File: config.mk
export PLATFORM = sky130hd
export DESIGN_NAME = epoch_seconds_to_calendar
export DESIGN_NICKNAME = d
export VERILOG_FILES = /design/src/hw/rtl/ec_pkg.sv /design/src/hw/rtl/epoch_seconds_to_calendar.sv /design/src/hw/rtl/ec_sub_unit.sv /design/src/hw/rtl/ec_seq.sv
export SDC_FILE = /design/constraint.sdc
export NUM_CORES = 1
export LEC_CHECK = 0
export BUFFER_PORTS_ARGS = -buffer_cell sky130_fd_sc_hd__buf_2
export CAP_MARGIN = 20
export CORE_UTILIZATION = 60
export DETAILED_ROUTE_END_ITERATION = 8
export GPL_TIMING_DRIVEN = 1
export PLACE_DENSITY = 0.8
export SKIP_CTS_REPAIR_TIMING = 1
export SLEW_MARGIN = 10
export SYNTH_ARGS = -nofsm -noshare
export SYNTH_HDL_FRONTEND = slang
export SYNTH_SLANG_ARGS = --single-unit
File: constraint.sdc
create_clock -name clk -period 25.4 [get_ports clk]
set_input_delay 2.54 -clock clk [delete_from_list [all_inputs] [get_ports clk]]
set_output_delay 2.54 -clock clk [all_outputs]
set_load 0.02 [all_outputs]
File: src/hw/rtl/ec_pkg.sv
// ec_pkg: shared types, constants and month-length table for the epoch to
// calendar converter. No dependencies.
`default_nettype none

package ec_pkg;

	// Calendar constants
	localparam int unsigned SECS_PER_DAY  = 86400;
	localparam int unsigned SECS_PER_HOUR = 3600;
	localparam int unsigned SECS_PER_MIN  = 60;
	localparam int unsigned DAYS_PER_WEEK = 7;
	localparam int unsigned EPOCH_YEAR    = 1970;
	localparam int unsigned EPOCH_WDAY    = 4;	// 1970-01-01 was a Thursday
	localparam int unsigned DAYS_LEAP     = 366;
	localparam int unsigned DAYS_NORM     = 365;
	localparam int unsigned LAST_MONTH    = 11;

	// Year residues at the epoch, for the leap rule
	localparam int unsigned EPOCH_MOD4    = EPOCH_YEAR % 4;
	localparam int unsigned EPOCH_MOD100  = EPOCH_YEAR % 100;
	localparam int unsigned EPOCH_MOD400  = EPOCH_YEAR % 400;

	// Month index codes used by the table
	localparam logic [3:0] MON_JAN = 4'd0;
	localparam logic [3:0] MON_FEB = 4'd1;
	localparam logic [3:0] MON_MAR = 4'd2;
	localparam logic [3:0] MON_APR = 4'd3;
	localparam logic [3:0] MON_MAY = 4'd4;
	localparam logic [3:0] MON_JUN = 4'd5;
	localparam logic [3:0] MON_JUL = 4'd6;
	localparam logic [3:0] MON_AUG = 4'd7;
	localparam logic [3:0] MON_SEP = 4'd8;
	localparam logic [3:0] MON_OCT = 4'd9;
	localparam logic [3:0] MON_NOV = 4'd10;
	localparam logic [3:0] MON_DEC = 4'd11;

	// Broken-down result
	typedef struct packed {
		logic [5:0]  second;
		logic [5:0]  minute;
		logic [4:0]  hour;
		logic [11:0] year;
		logic [3:0]  month;
		logic [4:0]  day_of_month;
		logic [8:0]  day_of_year;
		logic [2:0]  weekday;
	} ec_res_t;

	// Sequencer status towards the handshake logic
	typedef struct packed {
		logic idle;
		logic done;
	} ec_stat_t;

	// Days in a month
	function automatic logic [4:0] month_len(input logic leap, input logic [3:0] mon);
		logic [4:0] len;
		unique case (mon)
			MON_FEB: len = leap ? 5'd29 : 5'd28;
			MON_APR, MON_JUN, MON_SEP, MON_NOV: len = 5'd30;
			MON_JAN, MON_MAR, MON_MAY, MON_JUL, MON_AUG, MON_OCT, MON_DEC: len = 5'd31;
			default: len = 5'd31;
		endcase
		return len;
	endfunction

endpackage

`default_nettype wire

File: src/hw/rtl/epoch_seconds_to_calendar.sv
// epoch_seconds_to_calendar: top level, handshake and output register.
// Depends on ec_pkg and ec_seq (which holds ec_sub_unit).
//
//  Channel  | Handshake           | Payload
//  ---------+---------------------+---------------------------------------------
//  input    | in_valid, in_ready  | epoch_seconds
//  output   | out_valid, out_ready| second, minute, hour, year, month,
//           |                     | day_of_month, day_of_year, weekday
//
// The single subtractor sets how long a transaction takes to reach the output
// register: 40 divide steps, one step per year since 1970 and one per month.
// in_ready is high only while the sequencer is idle; a finished result waits
// in the output register, and a new transaction may be taken meanwhile.
// Reset (arst_n low) clears out_valid and returns the sequencer to idle.
`default_nettype none

module epoch_seconds_to_calendar
	import ec_pkg::*;
(
	input  wire logic        clk,
	input  wire logic        arst_n,
	input  wire logic        in_valid,
	output logic             in_ready,
	input  wire logic [31:0] epoch_seconds,
	output logic             out_valid,
	input  wire logic        out_ready,
	output logic [5:0]       second,
	output logic [5:0]       minute,
	output logic [4:0]       hour,
	output logic [11:0]      year,
	output logic [3:0]       month,
	output logic [4:0]       day_of_month,
	output logic [8:0]       day_of_year,
	output logic [2:0]       weekday
);

	ec_stat_t stat;
	ec_res_t  res;
	ec_res_t  res_q;
	logic     out_valid_q;
	logic     take;

	// Result moves out when the output register is free or being emptied
	assign take     = stat.done && (!out_valid_q || out_ready);
	assign in_ready = stat.idle;

	ec_seq u_seq (
		.clk           (clk),
		.arst_n        (arst_n),
		.start         (in_valid && in_ready),
		.epoch_seconds (epoch_seconds),
		.take          (take),
		.stat          (stat),
		.res           (res)
	);

	// Output register valid
	always_ff @(posedge clk or negedge arst_n) begin
		if (!arst_n) begin
			out_valid_q <= 1'b0;
		end else if (take) begin
			out_valid_q <= 1'b1;
		end else if (out_ready) begin
			out_valid_q <= 1'b0;
		end
	end

	// Output register payload
	always_ff @(posedge clk) begin
		if (take) begin
			res_q <= res;
		end
	end

	assign out_valid    = out_valid_q;
	assign second       = res_q.second;
	assign minute       = res_q.minute;
	assign hour         = res_q.hour;
	assign year         = res_q.year;
	assign month        = res_q.month;
	assign day_of_month = res_q.day_of_month;
	assign day_of_year  = res_q.day_of_year;
	assign weekday      = res_q.weekday;

endmodule

`default_nettype wire

File: src/hw/rtl/ec_sub_unit.sv
// ec_sub_unit: the shared 32-bit compare-and-subtract unit.
// Depends on nothing; used by ec_seq for every division and reduction step.
`default_nettype none

module ec_sub_unit (
	input  wire logic [31:0] a,
	input  wire logic [31:0] b,
	output logic             ge,
	output logic [31:0]      diff
);

	logic borrow;

	// One wide subtract; no borrow means a >= b
	assign {borrow, diff} = {1'b0, a} - {1'b0, b};
	assign ge = ~borrow;

endmodule

`default_nettype wire

File: src/hw/rtl/ec_seq.sv
// ec_seq: sequencer and datapath that drive ec_sub_unit through day, hour,
// minute, weekday, year and month reduction. Depends on ec_pkg, ec_sub_unit.
`default_nettype none

module ec_seq
	import ec_pkg::*;
(
	input  wire logic        clk,
	input  wire logic        arst_n,
	input  wire logic        start,
	input  wire logic [31:0] epoch_seconds,
	input  wire logic        take,
	output ec_stat_t         stat,
	output ec_res_t          res
);

	localparam logic [2:0] ST_IDLE = 3'd0;
	localparam logic [2:0] ST_DAY  = 3'd1;
	localparam logic [2:0] ST_HOUR = 3'd2;
	localparam logic [2:0] ST_MIN  = 3'd3;
	localparam logic [2:0] ST_WDAY = 3'd4;
	localparam logic [2:0] ST_YEAR = 3'd5;
	localparam logic [2:0] ST_MON  = 3'd6;
	localparam logic [2:0] ST_DONE = 3'd7;

	// Top quotient bit index of each restoring division
	localparam logic [3:0] TOP_DAY  = 4'd15;	// days < 2^16
	localparam logic [3:0] TOP_HOUR = 4'd4;	// hours < 2^5
	localparam logic [3:0] TOP_MIN  = 4'd5;	// minutes < 2^6
	localparam logic [3:0] TOP_WDAY = 4'd12;	// weeks < 2^13

	logic [2:0]  state_q;
	logic [31:0] rem_q;
	logic [15:0] quo_q;
	logic [3:0]  cnt_q;
	logic [15:0] days_q;
	logic [11:0] year_q;
	logic [1:0]  m4_q;
	logic [6:0]  m100_q;
	logic [8:0]  m400_q;
	logic [3:0]  mon_q;
	logic [5:0]  second_q;
	logic [5:0]  minute_q;
	logic [4:0]  hour_q;
	logic [8:0]  yday_q;
	logic [2:0]  wday_q;

	logic [31:0] sub_b;
	logic        ge;
	logic [31:0] diff;
	logic [31:0] rem_nxt;
	logic [15:0] quo_nxt;
	logic        leap;
	logic [8:0]  ylen;
	logic [4:0]  mlen;

	// Leap rule from running residues of the year
	assign leap = (m400_q == 9'd0) || ((m4_q == 2'd0) && (m100_q != 7'd0));
	assign ylen = leap ? 9'(DAYS_LEAP) : 9'(DAYS_NORM);
	assign mlen = month_len(leap, mon_q);

	// Operand select for the shared unit
	always_comb begin
		unique case (state_q)
			ST_DAY:  sub_b = 32'(SECS_PER_DAY) << cnt_q;
			ST_HOUR: sub_b = 32'(SECS_PER_HOUR) << cnt_q;
			ST_MIN:  sub_b = 32'(SECS_PER_MIN) << cnt_q;
			ST_WDAY: sub_b = 32'(DAYS_PER_WEEK) << cnt_q;
			ST_YEAR: sub_b = {23'd0, ylen};
			ST_MON:  sub_b = {27'd0, mlen};
			default: sub_b = '0;
		endcase
	end

	ec_sub_unit u_sub (
		.a    (rem_q),
		.b    (sub_b),
		.ge   (ge),
		.diff (diff)
	);

	assign rem_nxt = ge ? diff : rem_q;
	assign quo_nxt = {quo_q[14:0], ge};

	// Sequencer state
	always_ff @(posedge clk or negedge arst_n) begin
		if (!arst_n) begin
			state_q <= ST_IDLE;
		end else begin
			unique case (state_q)
				ST_IDLE: if (start) state_q <= ST_DAY;
				ST_DAY:  if (cnt_q == 4'd0) state_q <= ST_HOUR;
				ST_HOUR: if (cnt_q == 4'd0) state_q <= ST_MIN;
				ST_MIN:  if (cnt_q == 4'd0) state_q <= ST_WDAY;
				ST_WDAY: if (cnt_q == 4'd0) state_q <= ST_YEAR;
				ST_YEAR: if (!ge) state_q <= ST_MON;
				ST_MON:  if (!ge || mon_q == 4'(LAST_MONTH)) state_q <= ST_DONE;
				ST_DONE: if (take) state_q <= ST_IDLE;
				default: state_q <= ST_IDLE;
			endcase
		end
	end

	// Datapath
	always_ff @(posedge clk) begin
		unique case (state_q)
			ST_IDLE: begin
				rem_q  <= epoch_seconds;
				quo_q  <= '0;
				cnt_q  <= TOP_DAY;
				year_q <= 12'(EPOCH_YEAR);
				m4_q   <= 2'(EPOCH_MOD4);
				m100_q <= 7'(EPOCH_MOD100);
				m400_q <= 9'(EPOCH_MOD400);
				mon_q  <= MON_JAN;
			end
			ST_DAY, ST_HOUR, ST_MIN, ST_WDAY: begin
				rem_q <= rem_nxt;
				quo_q <= quo_nxt;
				cnt_q <= cnt_q - 4'd1;
				if (cnt_q == 4'd0) begin
					quo_q <= '0;
					unique case (state_q)
						ST_DAY: begin
							days_q <= quo_nxt;
							cnt_q  <= TOP_HOUR;
						end
						ST_HOUR: begin
							hour_q <= quo_nxt[4:0];
							cnt_q  <= TOP_MIN;
						end
						ST_MIN: begin
							minute_q <= quo_nxt[5:0];
							second_q <= rem_nxt[5:0];
							rem_q    <= 32'(days_q) + 32'(EPOCH_WDAY);
							cnt_q    <= TOP_WDAY;
						end
						default: begin
							wday_q <= rem_nxt[2:0];
							rem_q  <= 32'(days_q);
						end
					endcase
				end
			end
			ST_YEAR: begin
				if (ge) begin
					rem_q  <= diff;
					year_q <= year_q + 12'd1;
					m4_q   <= m4_q + 2'd1;
					m100_q <= (m100_q == 7'd99) ? 7'd0 : m100_q + 7'd1;
					m400_q <= (m400_q == 9'd399) ? 9'd0 : m400_q + 9'd1;
				end else begin
					yday_q <= rem_q[8:0];
				end
			end
			ST_MON: begin
				if (ge && mon_q != 4'(LAST_MONTH)) begin
					rem_q <= diff;
					mon_q <= mon_q + 4'd1;
				end
			end
			default: begin
			end
		endcase
	end

	// Status and result
	assign stat.idle = (state_q == ST_IDLE);
	assign stat.done = (state_q == ST_DONE);

	assign res.second       = second_q;
	assign res.minute       = minute_q;
	assign res.hour         = hour_q;
	assign res.year         = year_q;
	assign res.month        = mon_q;
	assign res.day_of_month = rem_q[4:0] + 5'd1;
	assign res.day_of_year  = yday_q;
	assign res.weekday      = wday_q;

endmodule

`default_nettype wire

# --- Word level (Yosys, flattened, before mapping) ---
# Index checks and enable logic that the tools add are counted.
word_totals:
  latch_bits: 0
  input_bits: 36
  mem_bits_rw: 0
  romBits: 0
  register_bits: 184
  memories: 0
classes:
  n_addsub: 9
  div_mod_pow: 0
  n_bitwise: 2
  multipliers: 0
  n_mux: 37
  shifts: 4
  n_eq_ne: 26
  n_reduce_logical: 31
  n_lt_le_gt_ge: 0
ops:
  columns: ["op", "n"]
  rows:
  - ["32-bit case mux with 6 select lines", 1]
  - ["32-bit case mux with 4 select lines", 1]
  - ["32-bit 2-to-1 mux", 3]
  - ["32-bit case mux with 2 select lines", 1]
  - ["32-bit by 32-bit subtractor with 33-bit output", 1]
  - ["12-bit by 4-bit left shift with 32-bit output, first input constant", 1]
  - ["17-bit by 4-bit left shift with 32-bit output, first input constant", 1]
  - ["3-bit by 4-bit left shift with 32-bit output, first input constant", 1]
  - ["6-bit by 4-bit left shift with 32-bit output, first input constant", 1]
  - ["15-bit case mux with 2 select lines", 1]
  - ["3-bit 2-to-1 mux", 8]
  - ["12-bit case mux with 2 select lines", 1]
  - ["3-bit case mux with 8 select lines", 1]
  - ["9-bit 2-to-1 mux", 2]
  - ["9-bit case mux with 2 select lines", 1]
  - ["16-bit by 3-bit adder with 17-bit output, second input constant", 1]
  - ["2-bit by 1-bit inequality test with 1-bit output, second input constant", 8]
  - ["4-bit case mux with 2 select lines", 2]
  - ["15-bit 2-to-1 mux", 1]
  - ["7-bit 2-to-1 mux", 2]
  - ["7-bit case mux with 2 select lines", 1]
  - ["12-bit by 1-bit adder with 12-bit output, second input constant", 1]
  - ["3-bit == test, second input constant", 4]
  - ["4-bit == test, second input constant", 3]
  - ["other kinds (39)", 61]

# --- Logic depth before layout (Yosys ltp) ---
# Gate-level depths: netlist (run 1).
logic_depth:
  ltp_word: 11
  ltp_mapped: 21

# --- By module ---
# From an unflattened synthesis (run 1), not the netlist that was laid out.
unflattened:
  cells_unflattened: 1091
  hier_area_um2: 11220.8
by_module_without_submodules:
  columns: ["mod", "cells_each", "area_each_um2", "instances"]
  rows:
  - ["ec_seq", 762, 7875.1, 1]
  - ["ec_sub_unit", 274, 1794.2, 1]
  - ["epoch_seconds_to_calendar", 55, 1551.5, 1]

# --- Least setup slack after synthesis (run 1) ---
# OpenSTA, ideal clock, no wires.
synth_path:
  path_kind: "register -> register"
  startpoint: "reg u_seq.state_q[0]"
  endpoint: "reg u_seq.rem_q[0] (enable)"
  t_required_ns: 24.867
  path_buffers: 5
  path_slack_ns: 17.256
  synth_period_minus_slack_ns: 8.144
  arrival_ns: 7.611
  stages_incl_launch_ff: 17
  cell_sequence: "dfrtp_1 -> clkbuf_1 -> or2_2 -> clkbuf_1 -> nand2_1 -> and2_1 -> clkbuf_1 -> clkbuf_1 -> o211ai_1 -> ha_1 -> nand2_1 -> or2_2 -> nor4_1 -> and3_1 -> buf_6 -> nor2_8 -> o311ai_0"
synth_between:
  elab_chain_len: 7
synth_lines:
  columns: ["item", "line", "rtl"]
  rows:
  - ["from (decl)", "ec_seq.sv:32", "logic [2:0] state_q;"]
  - ["from (signal assigned)", "ec_seq.sv:88", "state_q <= ST_IDLE;"]
  - ["from (signal assigned)", "ec_seq.sv:91", "ST_IDLE: if (start) state_q <= ST_DAY;"]
  - ["from (signal assigned)", "ec_seq.sv:92", "ST_DAY: if (cnt_q == 4'd0) state_q <= ST_HOUR;"]
  - ["3-bit == test (tied with other cells)", "ec_seq.sv:64, ec_seq.sv:106", null]
  - ["32-bit case mux with 6 select lines", "ec_seq.sv:64", "unique case (state_q)"]
  - ["32-bit by 32-bit subtractor with 33-bit output", "ec_sub_unit.sv:15", "assign {borrow, diff} = {1'b0, a} - {1'b0, b};"]
  - ["1-bit NOT", "ec_sub_unit.sv:16", "assign ge = ~borrow;"]
  - ["1-bit logical AND", "ec_seq.sv:157", "if (ge && mon_q != 4'(LAST_MONTH)) begin"]
  - ["2-bit by 1-bit inequality test with 1-bit output (no source line)", null, null]
  - ["2-bit AND reduction (no source line) (*)", null, null]
  - ["to (signal assigned)", "ec_seq.sv:140", "rem_q <= 32'(days_q);"]
  - ["to (signal assigned)", "ec_seq.sv:147", "rem_q <= diff;"]
  - ["to (signal assigned)", "ec_seq.sv:158", "rem_q <= diff;"]
  - ["to (decl)", "ec_seq.sv:33", "logic [31:0] rem_q;"]
# Every way passes the cells marked *; elsewhere a longest branch is shown, timed or not.
# A chain may end at the register's enable or synchronous reset.

# --- Worst setup path after layout (run 1) ---
layout_path:
  startpoint: "reg u_seq.state_q[1]"
  endpoint: "reg u_seq.rem_q[25] (enable)"
# The elaborated chain is that of the path after synthesis.

==> flow_metrics.env, run 1 <==
export IMPL_status="completed"
export IMPL_synthesis_area_um2=10700
export IMPL_rsz0062_at_grt="false"
export IMPL_htreeDepth=4
export IMPL_fraction_of_layout_instances_using_a_drive_strength_above_1=0.135
export IMPL_row_count=48
export IMPL_crit_path_start_kind="flip-flop"
export IMPL_cts_buffers=17
export IMPL_fin_setup_tns_ps=0
export IMPL_area_growth_synth_to_final_pct=11.5
export IMPL_route_top_layer_used="met4"
export IMPL_routed_wl_met3_um=2290
export IMPL_clock_skews_ps=11.3
export IMPL_hold_viol_final=0
export IMPL_n_fill_cell=1323
export IMPL_tcrit_tclk_final=0.255
export IMPL_seq_area_frac_synth=0.514
export IMPL_detail_route_wl_per_cell_um=20.8
export IMPL_m1WireLength_um=11600
export IMPL_ys_warn_count=0
export IMPL_synthTopCellsByCount="180 x edfxtp_1, 107 x nand2_1, 85 x nor2_1"
export IMPL_drtAntennaViolNets=0
export IMPL_setup_worst_path_end="u_seq.rem_q[25]"
export IMPL_antenna_cells=0
export IMPL_ctsRootBufferMaster="clkbuf_16"
export IMPL_wl_met2_um=12800
export IMPL_synth_fp_nets=1130
export IMPL_max_clock_path_buffers=2
export IMPL_end_kind="flip-flop"
export IMPL_post_route_min_period_ps=6480
export IMPL_finalWirelength_um=28100
export IMPL_firstDrtPassIters=6
export IMPL_grt_antenna_before_repair=0
export IMPL_cp_startpoint="u_seq.state_q[1]"
export IMPL_synth_cell_type_count=71
export IMPL_r2r_worst_path_cells=17
export IMPL_clock_fmax_ghz=0.154
export IMPL_power_mw=1.85
export IMPL_io_buffers=87
export IMPL_total_leakage_power_nw=4.42
export IMPL_ys_ff_latch=184
export IMPL_drt_drc_violations_left=0
export IMPL_min_path_type="flip-flop to flip-flop"
export IMPL_yosysMostFrequentCell="edfxtp_1"
export IMPL_setup_slack_after_placement_ps=19060
export IMPL_final_hold_worst_slack_ps=418
export IMPL_ys_async_sr_fraction=0.0217
export IMPL_num_io_pins=88
export IMPL_overflow=0
export IMPL_clock_insertion_delay_worst_skew_ps=450
export IMPL_drv_slew=0
export IMPL_syn_mean_instance_area_um2=10.2
export IMPL_number_of_global_route_vias_before_repair=7903
export IMPL_drv_cap=0
export IMPL_cts_tree="built"
export IMPL_fin_nets=1193
export IMPL_cts_reportedPaths_clkPinSlew_ps=70
export IMPL_die_area_um2=18400
export IMPL_chipHeight_um=136
export IMPL_slew_limit_headroom=0.270
export IMPL_timing_rr_end="u_seq.rem_q[25]"
export IMPL_postSynth_topFlopCell="edfxtp_1"
export IMPL_sequential_cell_area_um2=5510
export IMPL_postSynthCellCount=1048
export IMPL_synthTopCellsByArea="edfxtp_1 50%, ha_1 5.3%, nand2_1 3.7%"
export IMPL_yosys_area_top_type_share=0.505
export IMPL_yosysTopAreaCell="edfxtp_1"
export IMPL_detailedRoute_firstIterationViolations=1293
export IMPL_timing_worst_slew_pin_value_ps=1090
export IMPL_detailroute_via_count=8830
export IMPL_critical_path_arrival_ps=6580
export IMPL_critical_path_max_fanout=34
export IMPL_timing_setup_critical_path_class="flip-flop to flip-flop"
export IMPL_die_w_um=136
export IMPL_vdd_drop_max_mv=0.0886
export IMPL_multi_input_area_um2=4920
export IMPL_coreArea_um2=17400
export IMPL_cts_sinks=184
export IMPL_rr_startpoint="u_seq.state_q[1]"
export IMPL_postLayoutSetupSlackWorst_ps=18920
export IMPL_gr_usage_all_layers=0.312
export IMPL_final_setup_viol_count=0
export IMPL_synth_enable_flop_cells=180
export IMPL_avgViaCountPerCell=6.55
export IMPL_power_density_nw_per_um2=155
export IMPL_globalplace_congestion=0.977
export IMPL_dpl_hpwl_um=19500
export IMPL_grt_pass1_wl_um=43200
export IMPL_grt_start_max_net_pins=52
export IMPL_reg2reg_setup_slack_ps=18920
export IMPL_timing_critical_path_required_ps=25500
export IMPL_initial_standard_cell_utilization_of_the_core=0.617
[cell families after synthesis]
group	share of synthesized area
AO/OA/AOI/OAI	0.187
XOR/XNOR	0.0556
adder cells (fa/ha/maj)	0.0554
buffers and inverters	0.0300
flip-flops	0.514
multiplexers	0.00140
AND/OR/NAND/NOR	0.157
[placed cells by master, fill, tap and decap left out, types with 5 or more instances in the layout]
master       n
a211oi_1     6
a21boi_0     6
a21o_1      21
a21oi_1     78
a221oi_1     9
a22oi_1     24
a31oi_1     12
and2_1       8
and3_1      25
buf_2       87
buf_4        9
clkbuf_16   17
edfxtp_1   180
ha_1        45
inv_1       24
nand2_1    107
nand2b_1    14
nand3_1     49
nor2_1      85
nor2b_1      6
nor3_1      23
o211ai_1    14
o21a_1       6
o21ai_0     72
o221ai_1     6
o22a_1       5
o22ai_1     17
o31ai_1      6
or2_2        7
or3_1        9
xnor2_1     32
xor2_1      36
[critical path, cell delays in order (launching register included)]
cell,delay [ps]
dfrtp_1,360
buf_4,240
or2_2,460
nand2_1,780
o21ai_0,540
a21oi_1,270
nor2_1,60
a31oi_1,250
nand2_1,100
o211ai_1,170
ha_1,250
nand4_1,150
or2_2,330
nor4_1,500
and3_1,530
nor2_8,80
o311ai_2,550
buf_4,480
[worst min-delay path by stage]
stage                                 start              to  slack [ps]  depth (start not counted)
final                       u_seq.yday_q[5]  day_of_year[5]         420                          0
after global placement    u_seq.minute_q[5]       minute[5]         400                          0
after CTS                 u_seq.second_q[4]       second[4]         420                          0
after floorplan             u_seq.yday_q[0]  day_of_year[0]         400                          0
after detailed placement    u_seq.yday_q[3]  day_of_year[3]         400                          0
after global routing      u_seq.minute_q[3]       minute[3]         430                          0
[power by group]
part	internal, mW	switching (mW)
Clock	0.149	0.127
Combinational	0.383	0.659
Sequential	0.464	0.0672
[registers in the layout (all words and copies together) (netlist names), 5 cells and up]
signal / cells
u_seq.rem_q: 32
u_seq.hour_q: 5
day_of_month: 5
u_seq.days_q: 16
u_seq.year_q: 12
u_seq.m400_q: 9
u_seq.yday_q: 9
hour: 5
day_of_year: 9
u_seq.minute_q: 6
u_seq.second_q: 6
u_seq.m100_q: 7
u_seq.quo_q: 15
year: 12
minute: 6
second: 6
[routing by layer]
layer	track usage	up-vias
met5	0	-
met4	0.174	0
met3	0.0509	80
met2	0.482	517
met1	0.418	4152
li1	-	4081
[cell type report]
| cell class | instances | area share |
|---|---|---|
| Clock buffer | 18 | 0.0359 |
| Clock inverter | 14 | 0.0149 |
| Inverter | 28 | 0.00901 |
| Multi-Input combinational cell | 783 | 0.412 |
| Sequential cell | 184 | 0.461 |
| Tap cell | 225 | 0.0236 |
| Timing Repair Buffer | 97 | 0.0438 |
[through the flow]
step,cell area (µm²),instances,utilization
after global placement,11300,1316,0.652
after detailed placement,11300,1316,0.652
after global routing,11900,1349,0.688
after floorplan,10700,1048,-
final,11900,1349,0.688
after CTS,11900,1348,0.687
Note: power is estimated with default switching activity, not from simulation.
==> run 2, diff against run 1 <==
==> constraint.sdc (replaced) <==
create_clock -name clk -period 6.3 [get_ports clk]
set_input_delay 0.63 -clock clk [delete_from_list [all_inputs] [get_ports clk]]
set_output_delay 0.63 -clock clk [all_outputs]
set_load 0.02 [all_outputs]
==> run 2 against run 1 <==
Combinational power grew to 4.1 times the previous value; worst setup slack worse by 18000 ps; largest power group unchanged; critical path depth is 1 lower; sequential share of layout area is 0.41 points lower; final area is 0.90% higher; global-route usage is 0.51 points higher; hold slack better by 0.89 ps.
==> flow_metrics.env, run 2 (synthesis results as in run 1) <==
export IMPL_detailroute_via_count=8999
export IMPL_cts_sinks=184
export IMPL_power_internal_mw=3.99
export IMPL_die_area_um2=18400
export IMPL_die_w_um=136
export IMPL_ctsRootBufferMaster="clkbuf_16"
export IMPL_tcrit_tclk_final=0.841
export IMPL_clock_insertion_delay_worst_skew_ps=450
export IMPL_cp_startpoint="u_seq.state_q[0]"
export IMPL_clock_fmax_ghz=0.189
export IMPL_setup_slack_after_placement_ps=1240
export IMPL_regMostFlops="u_seq.rem_q"
export IMPL_detailedRoute_firstIterationViolations=1070
export IMPL_timing_critical_path_required_ps=6440
export IMPL_fraction_of_layout_instances_using_a_drive_strength_above_1=0.146
export IMPL_largest_registers="u_seq.rem_q x32, u_seq.days_q x16, u_seq.quo_q x15"
export IMPL_post_route_min_period_ps=5300
export IMPL_globalplace_congestion=0.993
export IMPL_detail_route_wl_per_cell_um=20.9
export IMPL_crit_path_start_kind="flip-flop"
export IMPL_timing_worst_slew_pin_value_ps=1180
export IMPL_grt_antenna_before_repair=0
export IMPL_fin_nets=1208
export IMPL_dpl_hpwl_um=20000
export IMPL_finish_instance_area_um2=12100
export IMPL_antenna_cells=0
export IMPL_area_growth_synth_to_final_pct=12.5
export IMPL_total_leakage_power_nw=4.48
export IMPL_drv_slew=0
export IMPL_drtAntennaViolNets=0
export IMPL_leading_cell_types_in_the_layout_fill_and_taps_excluded="180 x edfxtp_1, 107 x nand2_1, 87 x buf_2"
export IMPL_row_count=48
export IMPL_drt_drc_violations_left=0
export IMPL_critical_path_arrival_ps=5440
export IMPL_cts_tree="built"
export IMPL_status="completed"
export IMPL_cts_buffers=17
export IMPL_overflow=0
export IMPL_min_path_type="flip-flop to flip-flop"
export IMPL_gr_usage_all_layers=0.317
export IMPL_hold_start="u_seq.wday_q[1]"
export IMPL_grt_pass1_wl_um=43800
export IMPL_htreeDepth=4
export IMPL_finalWirelength_um=28500
export IMPL_drv_cap=0
export IMPL_critical_path_max_fanout=27
export IMPL_switching_power_mw=3.50
export IMPL_timing_setup_critical_path_class="flip-flop to flip-flop"
export IMPL_hold_viol_final=0
export IMPL_clock_skews_ps=11.5
export IMPL_firstDrtPassIters=7
export IMPL_rsz0062_at_grt="false"
export IMPL_coreArea_um2=17400
export IMPL_comb_power_share=0.570
export IMPL_avgViaCountPerCell=6.60
export IMPL_power_sequential_fraction=0.287
export IMPL_end_kind="flip-flop"
export IMPL_power_mw=7.48
export IMPL_cts_reportedPaths_clkPinSlew_ps=80
export IMPL_postLayoutSetupSlackWorst_ps=1000
export IMPL_number_of_global_route_vias_before_repair=8232
export IMPL_fin_setup_tns_ps=0
export IMPL_r2r_worst_path_cells=16
export IMPL_slew_limit_headroom=0.212
export IMPL_rr_startpoint="u_seq.state_q[0]"
export IMPL_max_clock_path_buffers=2
export IMPL_power_density_nw_per_um2=621
export IMPL_most_common_cell_after_layout_fill_and_taps_aside="edfxtp_1"
export IMPL_chipHeight_um=136
export IMPL_number_of_cells_traversed_by_the_worst_hold_path=0
export IMPL_vdd_drop_max_mv=0.406
export IMPL_n_fill_cell=1274
export IMPL_initial_standard_cell_utilization_of_the_core=0.617
export IMPL_grt_start_max_net_pins=52
export IMPL_placement_cell_area_um2=11400
export IMPL_p_sw_frac=0.467
export IMPL_io_buffers=87
export IMPL_num_io_pins=88
export IMPL_final_setup_viol_count=0
export IMPL_clock_power_share=0.143
export IMPL_largest_reg_flops=32
==> run 2: cell types whose count changed in the layout (fill, tap and decap cells not counted), moves of 2 or more <==
cell | previous run | this run
inv_6 | 4 | 2
buf_4 | 9 | 22
clkinv_8 | 1 | 3
bufinv_16 | 2 | 0
clkinv_4 | 2 | 4
==> run 2: cell type report <==
class	count	area, µm²	area share
clock buffers	18	429	0.0356
clock inverters	14	154	0.0128
inverters	28	108	0.00893
multi-input cells	783	4920	0.409
flip-flops and latches	184	5510	0.457
well taps	225	282	0.0234
repair buffers	112	651	0.0540
==> run 2: power by group through the flow <==
stage / Clock, mW / Combinational, mW / Sequential, mW
floorplan: 0 / 3.12 / 2.06
global placement: 0 / 4.08 / 2.15
detailed placement: 0 / 4.12 / 2.16
CTS: 1.07 / 4.17 / 2.14
global route: 1.11 / 4.64 / 2.18
finish: 1.07 / 4.27 / 2.15
==> run 2: worst max-delay path: stages, from the launching register on <==
cell	delay [ps]
dfrtp_1	580
or2_2	400
nand2_1	90
o21ai_0	290
a21oi_1	250
nor2_1	50
a31oi_1	370
nand2_1	110
o211ai_1	240
ha_1	300
nand4_1	130
or2_2	310
nor4_1	480
and3_1	550
nor2_8	90
o311ai_4	470
buf_12	260
==> run 2: stage by stage <==
stage	util	instances	hold WS, ps
2_1_floorplan	-	1048	334
3_3_place_gp	0.659	1330	401
3_5_place_dp	0.659	1330	405
4_1_cts	0.693	1362	-32.6
5_1_grt	0.694	1364	420
6_report	0.694	1364	419
==> run 2: worst paths after layout <==
check                                        end  slack [ps]
worst max-delay path             u_seq.rem_q[14]        1000
worst min-delay path                  weekday[1]         420
worst max register to register   u_seq.rem_q[14]        1000
worst min register to register        weekday[1]         420
max in group asynchronous       u_seq.state_q[0]        5600
min in group asynchronous       u_seq.state_q[1]         570
==> run 2: routing by layer <==
layer	wire [µm]	global-route usage
met5	0	0
met4	1590	0.185
met3	2450	0.0614
met2	12800	0.483
met1	11700	0.421
